File: src/hdl/wwpc_pkg.sv
// Shared types, constants and helpers of the whole-word paragraph counter.
package wwpc_pkg;

	localparam int MAX_TARGET_LEN_DEF = 16;
	localparam int COUNT_WIDTH_DEF    = 16;
	localparam int TARGET_BYTES       = 16;
	localparam int OUT_WIDTH          = 16;
	localparam int CFG_INDEX_WIDTH    = 2;
	localparam int CFG_DATA_WIDTH     = 64;
	localparam int LEN_REG_WIDTH      = 5;
	localparam int FIFO_DEPTH         = 8;
	localparam int FIFO_AW            = $clog2(FIFO_DEPTH);
	localparam int FIFO_CW            = $clog2(FIFO_DEPTH + 1);

	localparam logic [7:0] CHAR_NL      = 8'h0A;
	localparam logic [7:0] CHAR_UPPER_A = 8'h41;
	localparam logic [7:0] CHAR_UPPER_Z = 8'h5A;
	localparam logic [7:0] CHAR_LOWER_A = 8'h61;
	localparam logic [7:0] CHAR_LOWER_Z = 8'h7A;

	typedef enum logic [CFG_INDEX_WIDTH-1:0] {
		REG_TARGET_LOW  = 2'd0,
		REG_TARGET_HIGH = 2'd1,
		REG_TARGET_LEN  = 2'd2
	} reg_index_t;

	typedef struct packed {
		logic hit_next;
		logic hit_end;
	} match_t;

	typedef struct packed {
		logic [OUT_WIDTH-1:0] paragraph_number;
		logic [OUT_WIDTH-1:0] hit_count;
		logic                 is_file_total;
		logic                 last_result;
	} result_t;

	function automatic logic is_letter(input logic [7:0] c);
		return (c >= CHAR_UPPER_A && c <= CHAR_UPPER_Z) ||
			(c >= CHAR_LOWER_A && c <= CHAR_LOWER_Z);
	endfunction

endpackage

File: src/hdl/wwpc_match.sv
// Whole-word match detection over the byte window for every target length.
module wwpc_match import wwpc_pkg::*; #(
	parameter int MAX_TARGET_LEN = MAX_TARGET_LEN_DEF,
	localparam int WD = MAX_TARGET_LEN + 1,
	localparam int SW = $clog2(WD + 1),
	localparam int LW = $clog2(MAX_TARGET_LEN + 1)
) (
	input  logic [WD-1:0][7:0]           window,
	input  logic [7:0]                   cur_byte,
	input  logic [SW-1:0]                seen,
	input  logic [LW-1:0]                len,
	input  logic [TARGET_BYTES-1:0][7:0] target,
	output match_t                       match
);

	logic [MAX_TARGET_LEN:0] hit_next_vec;
	logic [MAX_TARGET_LEN:0] hit_end_vec;

	assign hit_next_vec[0] = 1'b0;
	assign hit_end_vec[0]  = 1'b0;

	for (genvar L = 1; L <= MAX_TARGET_LEN; L++) begin : g_len
		logic eq_next;
		logic eq_end;

		// A match followed by the current byte sits in window[L-1:0]; one that
		// ends on the current byte has its last byte in cur_byte.
		always_comb begin
			eq_next = 1'b1;
			eq_end  = (cur_byte == target[L-1]);
			for (int i = 0; i < L; i++) begin
				eq_next = eq_next && (window[L-1-i] == target[i]);
			end
			for (int i = 0; i < L - 1; i++) begin
				eq_end = eq_end && (window[L-2-i] == target[i]);
			end
		end

		assign hit_next_vec[L] = eq_next && (seen >= SW'(L)) &&
			!((seen > SW'(L)) && is_letter(window[L])) && !is_letter(cur_byte);
		assign hit_end_vec[L] = eq_end && (seen >= SW'(L - 1)) &&
			!((seen >= SW'(L)) && is_letter(window[L-1]));
	end

	assign match.hit_next = hit_next_vec[len];
	assign match.hit_end  = hit_end_vec[len];

endmodule

File: src/hdl/wwpc_fifo.sv
// Result queue that takes up to two results per cycle and hands out one.
module wwpc_fifo import wwpc_pkg::*; (
	input  logic               clk,
	input  logic               arst_n,
	input  logic               push0,
	input  result_t            push_data0,
	input  logic               push1,
	input  result_t            push_data1,
	input  logic               pop,
	output result_t            head,
	output logic               not_empty,
	output logic [FIFO_CW-1:0] count
);

	result_t              mem [FIFO_DEPTH];
	logic [FIFO_AW-1:0]   wr_ptr_q;
	logic [FIFO_AW-1:0]   rd_ptr_q;
	logic [FIFO_CW-1:0]   count_q;
	logic                 do_pop;
	logic [FIFO_CW-1:0]   n_push;

	assign do_pop    = pop && (count_q != '0);
	assign n_push    = FIFO_CW'({1'b0, push0} + {1'b0, push1});
	assign head      = mem[rd_ptr_q];
	assign not_empty = (count_q != '0);
	assign count     = count_q;

	always_ff @(posedge clk) begin
		if (push0) begin
			mem[wr_ptr_q] <= push_data0;
		end
		if (push1) begin
			mem[FIFO_AW'(wr_ptr_q + 1'b1)] <= push_data1;
		end
	end

	always_ff @(posedge clk or negedge arst_n) begin
		if (!arst_n) begin
			wr_ptr_q <= '0;
			rd_ptr_q <= '0;
			count_q  <= '0;
		end else begin
			wr_ptr_q <= FIFO_AW'(wr_ptr_q + n_push);
			if (do_pop) begin
				rd_ptr_q <= FIFO_AW'(rd_ptr_q + 1'b1);
			end
			count_q <= FIFO_CW'(count_q + n_push - {{(FIFO_CW-1){1'b0}}, do_pop});
		end
	end

endmodule

File: src/hdl/whole_word_paragraph_counter_unit.sv
// Top level of the whole-word paragraph counter.
// Flow: an accepted byte is registered in the input stage, then counted, and its results
// are written to the result queue, from which they are offered on the output.
// Throughput: one byte per cycle; input waits only while the eight-entry result queue
// lacks room for two results per byte in flight. A final byte gives up to two results.
// Reset: arst_n clears the window, counts and queue at once; the target registers
// return to zero bytes with length one. After a final byte the counting state clears.
module whole_word_paragraph_counter_unit import wwpc_pkg::*; #(
	parameter int MAX_TARGET_LEN = MAX_TARGET_LEN_DEF,
	parameter int COUNT_WIDTH    = COUNT_WIDTH_DEF
) (
	input  logic                       clk,
	input  logic                       arst_n,
	input  logic                       in_valid,
	output logic                       in_ready,
	input  logic [7:0]                 text_byte,
	input  logic                       end_of_text,
	output logic                       out_valid,
	input  logic                       out_ready,
	output logic [OUT_WIDTH-1:0]       paragraph_number,
	output logic [OUT_WIDTH-1:0]       hit_count,
	output logic                       is_file_total,
	output logic                       last_result,
	input  logic                       cfg_valid,
	output logic                       cfg_ready,
	input  logic [CFG_INDEX_WIDTH-1:0] cfg_index,
	input  logic [CFG_DATA_WIDTH-1:0]  cfg_data
);

	localparam int WD = MAX_TARGET_LEN + 1;
	localparam int SW = $clog2(WD + 1);
	localparam int LW = $clog2(MAX_TARGET_LEN + 1);

	function automatic logic [COUNT_WIDTH-1:0] sat_inc(input logic [COUNT_WIDTH-1:0] v);
		return (&v) ? v : v + 1'b1;
	endfunction

	function automatic logic [OUT_WIDTH-1:0] to_out(input logic [COUNT_WIDTH-1:0] v);
		logic [31:0] w;
		w = 32'(v);
		return w[OUT_WIDTH-1:0];
	endfunction

	// Configuration registers.
	logic [CFG_DATA_WIDTH-1:0] target_low_q;
	logic [CFG_DATA_WIDTH-1:0] target_high_q;
	logic [LEN_REG_WIDTH-1:0]  target_len_q;

	assign cfg_ready = 1'b1;

	always_ff @(posedge clk or negedge arst_n) begin
		if (!arst_n) begin
			target_low_q  <= '0;
			target_high_q <= '0;
			target_len_q  <= LEN_REG_WIDTH'(1);
		end else if (cfg_valid && cfg_ready) begin
			case (reg_index_t'(cfg_index))
				REG_TARGET_LOW:  target_low_q  <= cfg_data;
				REG_TARGET_HIGH: target_high_q <= cfg_data;
				REG_TARGET_LEN:  target_len_q  <= cfg_data[LEN_REG_WIDTH-1:0];
				default: ;
			endcase
		end
	end

	// Input stage.
	logic       valid_s1;
	logic [7:0] byte_s1;
	logic       end_s1;
	logic       in_take;

	assign in_take = in_valid && in_ready;

	always_ff @(posedge clk or negedge arst_n) begin
		if (!arst_n) begin
			valid_s1 <= 1'b0;
		end else begin
			valid_s1 <= in_take;
		end
	end

	always_ff @(posedge clk) begin
		if (in_take) begin
			byte_s1 <= text_byte;
			end_s1  <= end_of_text;
		end
	end

	// Counting state.
	logic [WD-1:0][7:0]     window_q;
	logic [SW-1:0]          seen_q;
	logic                   prev_nl_q;
	logic [COUNT_WIDTH-1:0] para_q;
	logic [COUNT_WIDTH-1:0] para_hits_q;
	logic [COUNT_WIDTH-1:0] file_hits_q;

	logic [LW-1:0] len_eff;
	match_t        match;

	assign len_eff = (target_len_q > LEN_REG_WIDTH'(MAX_TARGET_LEN)) ?
		LW'(MAX_TARGET_LEN) : LW'(target_len_q);

	wwpc_match #(
		.MAX_TARGET_LEN(MAX_TARGET_LEN)
	) u_match (
		.window  (window_q),
		.cur_byte(byte_s1),
		.seen    (seen_q),
		.len     (len_eff),
		.target  ({target_high_q, target_low_q}),
		.match   (match)
	);

	logic                   close_para;
	logic                   emit_close;
	logic                   emit_final;
	logic [COUNT_WIDTH-1:0] ph_next;
	logic [COUNT_WIDTH-1:0] fh_next;
	logic [COUNT_WIDTH-1:0] ph_closed;
	logic [COUNT_WIDTH-1:0] para_closed;
	logic [COUNT_WIDTH-1:0] ph_end;
	logic [COUNT_WIDTH-1:0] fh_end;
	result_t                res_close;
	result_t                res_final;
	result_t                res_total;
	logic                   push0;
	logic                   push1;
	result_t                push_data0;

	// Hits ending before the current byte land in the paragraph before any close;
	// a hit ending on the final byte lands after it.
	always_comb begin
		ph_next     = match.hit_next ? sat_inc(para_hits_q) : para_hits_q;
		fh_next     = match.hit_next ? sat_inc(file_hits_q) : file_hits_q;
		close_para  = (byte_s1 == CHAR_NL) && prev_nl_q;
		emit_close  = close_para && (ph_next != '0);
		ph_closed   = close_para ? '0 : ph_next;
		para_closed = close_para ? sat_inc(para_q) : para_q;
		ph_end      = (end_s1 && match.hit_end) ? sat_inc(ph_closed) : ph_closed;
		fh_end      = (end_s1 && match.hit_end) ? sat_inc(fh_next) : fh_next;
		emit_final  = end_s1 && (ph_end != '0) && !emit_close;

		res_close.paragraph_number = to_out(para_q);
		res_close.hit_count        = to_out(ph_next);
		res_close.is_file_total    = 1'b0;
		res_close.last_result      = !end_s1;

		res_final.paragraph_number = to_out(para_closed);
		res_final.hit_count        = to_out(ph_end);
		res_final.is_file_total    = 1'b0;
		res_final.last_result      = 1'b0;

		res_total.paragraph_number = '0;
		res_total.hit_count        = to_out(fh_end);
		res_total.is_file_total    = 1'b1;
		res_total.last_result      = 1'b1;

		push0 = valid_s1 && (emit_close || end_s1);
		push1 = valid_s1 && end_s1 && (emit_close || emit_final);
		if (emit_close) begin
			push_data0 = res_close;
		end else if (emit_final) begin
			push_data0 = res_final;
		end else begin
			push_data0 = res_total;
		end
	end

	always_ff @(posedge clk or negedge arst_n) begin
		if (!arst_n) begin
			window_q    <= '0;
			seen_q      <= '0;
			prev_nl_q   <= 1'b0;
			para_q      <= COUNT_WIDTH'(1);
			para_hits_q <= '0;
			file_hits_q <= '0;
		end else if (valid_s1) begin
			if (end_s1) begin
				window_q    <= '0;
				seen_q      <= '0;
				prev_nl_q   <= 1'b0;
				para_q      <= COUNT_WIDTH'(1);
				para_hits_q <= '0;
				file_hits_q <= '0;
			end else begin
				window_q    <= {window_q[WD-2:0], byte_s1};
				if (seen_q < SW'(WD)) begin
					seen_q <= SW'(seen_q + 1'b1);
				end
				prev_nl_q   <= (byte_s1 == CHAR_NL);
				para_q      <= para_closed;
				para_hits_q <= ph_closed;
				file_hits_q <= fh_next;
			end
		end
	end

	// Result queue.
	result_t            head;
	logic [FIFO_CW-1:0] fifo_count;
	logic [FIFO_CW:0]   reserved;

	wwpc_fifo u_fifo (
		.clk       (clk),
		.arst_n    (arst_n),
		.push0     (push0),
		.push_data0(push_data0),
		.push1     (push1),
		.push_data1(res_total),
		.pop       (out_ready),
		.head      (head),
		.not_empty (out_valid),
		.count     (fifo_count)
	);

	// Room for two results of the byte in the input stage and two of a new byte.
	assign reserved = (FIFO_CW + 1)'(fifo_count) + (valid_s1 ? (FIFO_CW + 1)'(2) : '0) +
		(FIFO_CW + 1)'(2);
	assign in_ready = (reserved <= (FIFO_CW + 1)'(FIFO_DEPTH));

	assign paragraph_number = head.paragraph_number;
	assign hit_count        = head.hit_count;
	assign is_file_total    = head.is_file_total;
	assign last_result      = head.last_result;

	a_fifo_bound: assert property (@(posedge clk) disable iff (!arst_n)
		fifo_count <= FIFO_CW'(FIFO_DEPTH))
		else $error("result queue overflow");

	a_push_order: assert property (@(posedge clk) disable iff (!arst_n)
		push1 |-> push0 && end_s1)
		else $error("second result pushed without a first one");

	a_total_is_last: assert property (@(posedge clk) disable iff (!arst_n)
		(out_valid && is_file_total) |-> (last_result && paragraph_number == '0))
		else $error("file total result is malformed");

	a_end_clears: assert property (@(posedge clk) disable iff (!arst_n)
		(valid_s1 && end_s1) |=> (seen_q == '0 && file_hits_q == '0 && !prev_nl_q))
		else $error("state not cleared after the final byte");

endmodule

File: config.mk
export PLATFORM = sky130hd
export DESIGN_NAME = whole_word_paragraph_counter_unit
export DESIGN_NICKNAME = d
export VERILOG_FILES = /design/src/hdl/wwpc_pkg.sv /design/src/hdl/wwpc_match.sv /design/src/hdl/wwpc_fifo.sv /design/src/hdl/whole_word_paragraph_counter_unit.sv
export SDC_FILE = /design/constraint.sdc
export NUM_CORES = 2
export LEC_CHECK = 0
export BUFFER_PORTS_ARGS = -buffer_cell sky130_fd_sc_hd__buf_2
export CELL_PAD_IN_SITES_DETAIL_PLACEMENT = 2
export CELL_PAD_IN_SITES_GLOBAL_PLACEMENT = 2
export CORE_MARGIN = 2
export CORE_UTILIZATION = 42
export CTS_BUF_LIST = sky130_fd_sc_hd__clkbuf_8
export CTS_CLUSTER_SIZE = 30
export DETAILED_ROUTE_END_ITERATION = 8
export PLACE_DENSITY = 0.8
export SLEW_MARGIN = 20
export SYNTH_ARGS = -nofsm -noshare
export SYNTH_HDL_FRONTEND = slang
export SYNTH_SLANG_ARGS = --single-unit
File: constraint.sdc
create_clock -name clk -period 7.8 [get_ports clk]
set_input_delay 1.17 -clock clk [delete_from_list [all_inputs] [get_ports clk]]
set_output_delay 1.17 -clock clk [all_outputs]
set_load 0.02 [all_outputs]
==> summary.txt, run 1 <==
Worst Endpoint after GRT Repair = u_fifo.count[3]$_DFF_PN0_/D
step where the flow halted = global routing (5_1_grt)
number of enable flip-flop cells after synthesis = 137
First Error = [ERROR GRT-0232] Routing congestion too high. Check the congestion heatmap in the GUI.
Top FF cell, synth = dfrtp_1
worst endpoint kind after the last repair = sequential cell input
sum of net half-perimeters after detailed placement = 244200 um
Yosys warning total = 0
Total GRT Usage = 0.7588
Unique masters post-synth = 108
number of port buffers = 115
Max H-tree Level = 3
# rows = 121
number of I/O pins = 117
gate count of the mapped netlist = 4953
number of clock buffers inserted by TritonCTS = 114
Die X-Extent = 334.5 um
average size of a mapped cell = 9.261 um2
placed cell count = 6692
floorplan die height = 334.5 um
outcome = stopped before the end
overall overflow remaining after global route = 150
largest net degree at the start of global routing = 121
Synth Net Count = 5058
largest buffer count on any clock path = 3
number of synthesized register bits = 614
Initial Util = 0.4226
area of the mapped netlist = 45870 um2
cell at the root of the clock tree = clkbuf_8
sequential cell area fraction in the yosys report = 0.3343
weighted congestion reported at the end of routability-driven placement = 1.194
Synth async-reset ratio = 0.5423
sink count of the clock tree = 614
## routing by layer
layer / track usage / GRT overflow
met5: 0.3005 / 0
met4: 0.7089 / 75
met3: 0.5987 / 5
met2: 0.9103 / 67
met1: 0.7923 / 3
## stage by stage
step | area [um2] | util | worst slack, ns
2_1_floorplan | 45870 | - | 0.6454
3_3_place_gp | 52700 | 0.4855 | -0.4500
3_5_place_dp | 52700 | 0.4855 | -0.4759
4_1_cts | 55620 | 0.5124 | 0.004243
## synthesized netlist by cell type, types with 9 or more instances
cell type | instances | share of area
dfxtp_1 | 144 | 0.063
and3_1 | 15 | 0.0020
buf_1 | 43 | 0.0035
xor2_1 | 721 | 0.14
a21oi_1 | 84 | 0.0092
buf_2 | 244 | 0.027
or2_2 | 11 | 0.0015
a31o_2 | 9 | 0.0017
o32ai_1 | 18 | 0.0034
ha_1 | 23 | 0.0063
o2bb2ai_1 | 70 | 0.013
a21o_1 | 10 | 0.0016
a211oi_1 | 20 | 0.0033
xnor2_1 | 491 | 0.094
a22o_1 | 9 | 0.0017
edfxtp_1 | 137 | 0.090
nor2_1 | 117 | 0.0096
mux2i_1 | 26 | 0.0057
clkbuf_1 | 214 | 0.018
or3_1 | 23 | 0.0031
inv_1 | 162 | 0.013
nor2b_1 | 40 | 0.0055
nand3_1 | 214 | 0.023
a2111oi_0 | 19 | 0.0036
nand2b_1 | 31 | 0.0042
nand2_1 | 242 | 0.020
nor4_1 | 240 | 0.033
dfrtp_1 | 331 | 0.18
o211ai_1 | 9 | 0.0015
o2111ai_1 | 13 | 0.0025
or4_1 | 23 | 0.0038
mux2_2 | 168 | 0.041
o21a_1 | 21 | 0.0034
o22ai_1 | 159 | 0.022
buf_6 | 12 | 0.0029
nand4_1 | 183 | 0.025
o31ai_1 | 68 | 0.011
nor3_1 | 78 | 0.0085
mux4_2 | 68 | 0.033
and2_1 | 21 | 0.0029
o21ai_1 | 16 | 0.0017
buf_4 | 38 | 0.0062
a31oi_1 | 16 | 0.0022
o21ai_0 | 192 | 0.021
## kinds of logic after synthesis
family	after synthesis	share of synthesized area
buf+inv	718	0.07051
flops	614	0.3343
other cells	1	0.00008175
mux	262	0.08030
fa+ha+maj	25	0.007147
xor+xnor	1212	0.2314
simple gates	1280	0.1501
compound gates	841	0.1262
## repair_timing
item                                   in CTS
setup endpoints to repair                 116
hold buffers                                0
endpoints found under the hold margin       0
resized for setup                         102
buffers inserted                            8
pin swaps                                  18
==> run 2: changes to the inputs <==
- CELL_PAD_IN_SITES_DETAIL_PLACEMENT: 2 -> not set
- CELL_PAD_IN_SITES_GLOBAL_PLACEMENT: 2 -> not set
- CORE_UTILIZATION: 42 -> 40
- CTS_BUF_LIST: sky130_fd_sc_hd__clkbuf_8 -> not set
- CTS_CLUSTER_SIZE: 30 -> not set
- PLACE_DENSITY: 0.8 -> not set
- PLACE_DENSITY_LB_ADDON: not set -> 0.15
==> run 2 against run 1 <==
Effect of this change: the run now ends clean; area after synthesis unchanged; synthesized cell count did not move.
==> summary.txt, run 2 <==
outcome = completed
Final Non-Filler Cells = 6828
share of final-layout standard cells stronger than drive strength 1 = 0.2337
layout overhead on the synthesized area = 18.99%
largest buffer count on any clock path = 3
number of vias after detailed routing = 45540
overall overflow remaining after global route = 0
Total GRT Usage = 0.4668
dominant cell type by count on the critical path = ha_1
Pleak = 21.63 nW
element type at the critical path start = register
Net count, final = 5354
fmax = 0.1287 GHz
number of clock buffers inserted by TritonCTS = 75
Die X-Extent = 342.6 um
number of port buffers = 115
number of enable flip-flop cells after synthesis = 137
Period minus WS final = 7.773 ns
Layout Cell Area excl Fill = 54580 um2
final hold violations = 0
number of synthesized register bits = 614
total cell area at the placement stage = 51810 um2
largest net degree at the start of global routing = 150
Critical Path Fanout Max = 8
Critical Path RT = 8.40 ns
Unique masters post-synth = 108
dominant delay contributor by cell family on the critical path = simple AND/OR/NAND/NOR gates
sequential cell area fraction in the yosys report = 0.3343
worst slew margin relative to its limit = 0.1475
Core ar. = 114000 um2
number of remaining DRC errors = 0
weighted congestion reported at the end of routability-driven placement = 1.120
sum of buffers and inverters on the critical path = 5
Area contributors post-synth = dfrtp_1 (18%), xor2_1 (14%), xnor2_1 (9.4%), edfxtp_1 (9.0%), dfxtp_1 (6.3%)
critical path class = reg2reg
placed cell count = 6684
gate count of the mapped netlist = 4953
average size of a mapped cell = 9.261 um2
data arrival time of the worst path = 8.37 ns
number of I/O pins = 117
cell at the root of the clock tree = clkbuf_16
leading cell types in the layout, fill and taps excluded = xor2_1 (720), buf_4 (570), xnor2_1 (488), dfrtp_1 (306), nand2_1 (241)
TritonCTS clock tree = yes
antenna-violating nets left = 0
Synth Net Count = 5058
power share of the clock group = 0.218
switching component of the power = 8.331 mW
biggest regs = u_fifo.mem: 272 flops, window_q: 135 flops
most instantiated cells after synthesis = xor2_1 (721), xnor2_1 (491), dfrtp_1 (331), buf_2 (244), nand2_1 (242)
Initial Util = 0.4022
commonest non-fill, non-tap cell in the layout = xor2_1
setup repair bufs after CTS = 0
DR vias/cell = 6.669
share of total power in sequential cells = 0.263
routed length per placed instance = 40.99 um
setup violators final = 0
Top FF cell, synth = dfrtp_1
sum of net half-perimeters after detailed placement = 203200 um
cell with the largest stage delay on the worst path = dfrtp_1
peak supply drop = 0.3228 mV
switching power as a share of total power = 0.4818
initial antenna violation count = 9
final slew viol count = 0
CP Capture Type = register
Power per Cell Area = 316.8 nW/um2
period utilization = 0.9965
count of fill cells added during filler insertion = 11000
slowest stage delay, CP = 0.95 ns
Yosys warning total = 0
global-route wire length before repair = 373600 um
area fraction of the dominant cell type after synthesis = 0.1806
worst-skew pair later-pin latency = 0.70 ns
vias in the first global route = 42530
Tightest Pin Transition = 1.269 ns
cell type with the highest aggregate area in the netlist = dfrtp_1
Max H-tree Level = 3
combinational group share of total power = 0.519
# rows = 124
routed wire length = 279900 um
register with the most flip-flops = u_fifo.mem
MaxCap Viol Count = 0
sink count of the clock tree = 614
path type of the worst min-delay path = reg2reg
number of detailed-route iterations in the first pass = 7
area of the mapped netlist = 45870 um2
flip-flop count of the largest register, all copies and words added = 272
cell internal power dissipation = 8.959 mW
Clock Skew = 0.03911 ns
violation count after the first detailed-routing iteration = 6998
total die area = 117400 um2
floorplan die height = 342.6 um
leading cell type by number of instances after synthesis = xor2_1
Synth async-reset ratio = 0.5423
clock transition time at the flip-flop clock pins of the worst setup and hold paths = 0.06 ns
-- run 2: cell counts after synthesis --
Identical to the previous run, type by type.
-- run 2: power by group through the flow --
stage / sequential (mW) / combinational, mW / clock, mW
2_1_floorplan: 3.87 / 5.10 / 0
3_3_place_gp: 4.53 / 8.51 / 0
3_5_place_dp: 4.54 / 8.47 / 0
4_1_cts: 4.48 / 8.51 / 3.82
5_1_grt: 4.54 / 9.08 / 3.93
6_report: 4.55 / 8.97 / 3.77
-- run 2: logic make-up after synthesis --
| group | count (synthesis) | share of synthesized area |
|---|---|---|
| buffers and inverters | 718 | 0.07051 |
| AOI/OAI and AO/OA | 841 | 0.1262 |
| other | 1 | 0.00008175 |
| adders and majority gates | 25 | 0.007147 |
| DFF | 614 | 0.3343 |
| muxes | 262 | 0.08030 |
| and+or+nand+nor | 1280 | 0.1501 |
| xor gates and xnor gates | 1212 | 0.2314 |
-- run 2: worst paths after layout --
check	startpoint	to	slack (ns)	depth (start not counted)
max	window_q[68]	u_fifo.count[3]	0.03	32
min reg2reg	u_fifo.mem[1][1]	u_fifo.mem[1][1]	0.45	2
max reg2reg	window_q[68]	u_fifo.count[3]	0.03	32
max in group asynchronous	arst_n	u_fifo.rd_ptr_q[1]	5.57	2
min	u_fifo.mem[1][1]	u_fifo.mem[1][1]	0.45	2
min in group asynchronous	arst_n	target_low_q[29]	0.48	1
-- run 2: cell type report --
cell class                      instances  area, um2  share of cell area
Inverter                              166      630.6             0.01155
Clock buffer                          105       2172             0.03979
Tap cell                             1512       1892             0.03466
Multi-Input combinational cell       3621      27480              0.5035
Antenna cell                            6      15.01           0.0002751
Clock inverter                         33      442.9            0.008115
Timing Repair Buffer                  771       6578              0.1205
Sequential cell                       614      15370              0.2816
-- run 2: per-layer routing --
metal,track usage,up-vias,routed length [um]
li1,-,18260,-
met1,0.6362,22670,114300
met2,0.6103,3615,105200
met3,0.1807,984,38760
met4,0.2902,8,21560
met5,0.003606,-,90
-- run 2: repair_timing --
action / 4_1_cts / 5_1_grt
endpoints found under the hold margin: 0 / 0
setup endpoints to repair: 3 / 90
pin swaps: 0 / 1
gates resized for setup: 2 / 36
hold buffers: 0 / 0
-- run 2: worst reg2reg max path: cells and delay by family, from the launching register on --
| kind | cells | cell delay (ns) |
|---|---|---|
| AOI/OAI and AO/OA | 9 | 1.52 |
| xor gates and xnor gates | 3 | 0.34 |
| adders and majority gates | 4 | 0.85 |
| buffers and inverters | 5 | 0.82 |
| DFF | 1 | 0.95 |
| muxes | 1 | 0.36 |
| and+or+nand+nor | 10 | 2.79 |
-- run 2: per-stage QoR --
stage	TNS (ns)	utilization	total power [mW]	hold WS, ns	setup WS [ns]
floorplan	0	-	8.966	0.4188	0.6454
global placement	-0.4713	0.4543	13.04	0.4374	-0.2308
detailed placement	-0.05305	0.4544	13.01	0.4400	-0.03618
CTS	0	0.4774	16.80	0.4537	0.01788
global route	-0.01834	0.4785	17.55	0.4642	-0.01834
finish	0	0.4786	17.29	0.4535	0.02733
No activity file was read; power rests on OpenSTA's default activity.
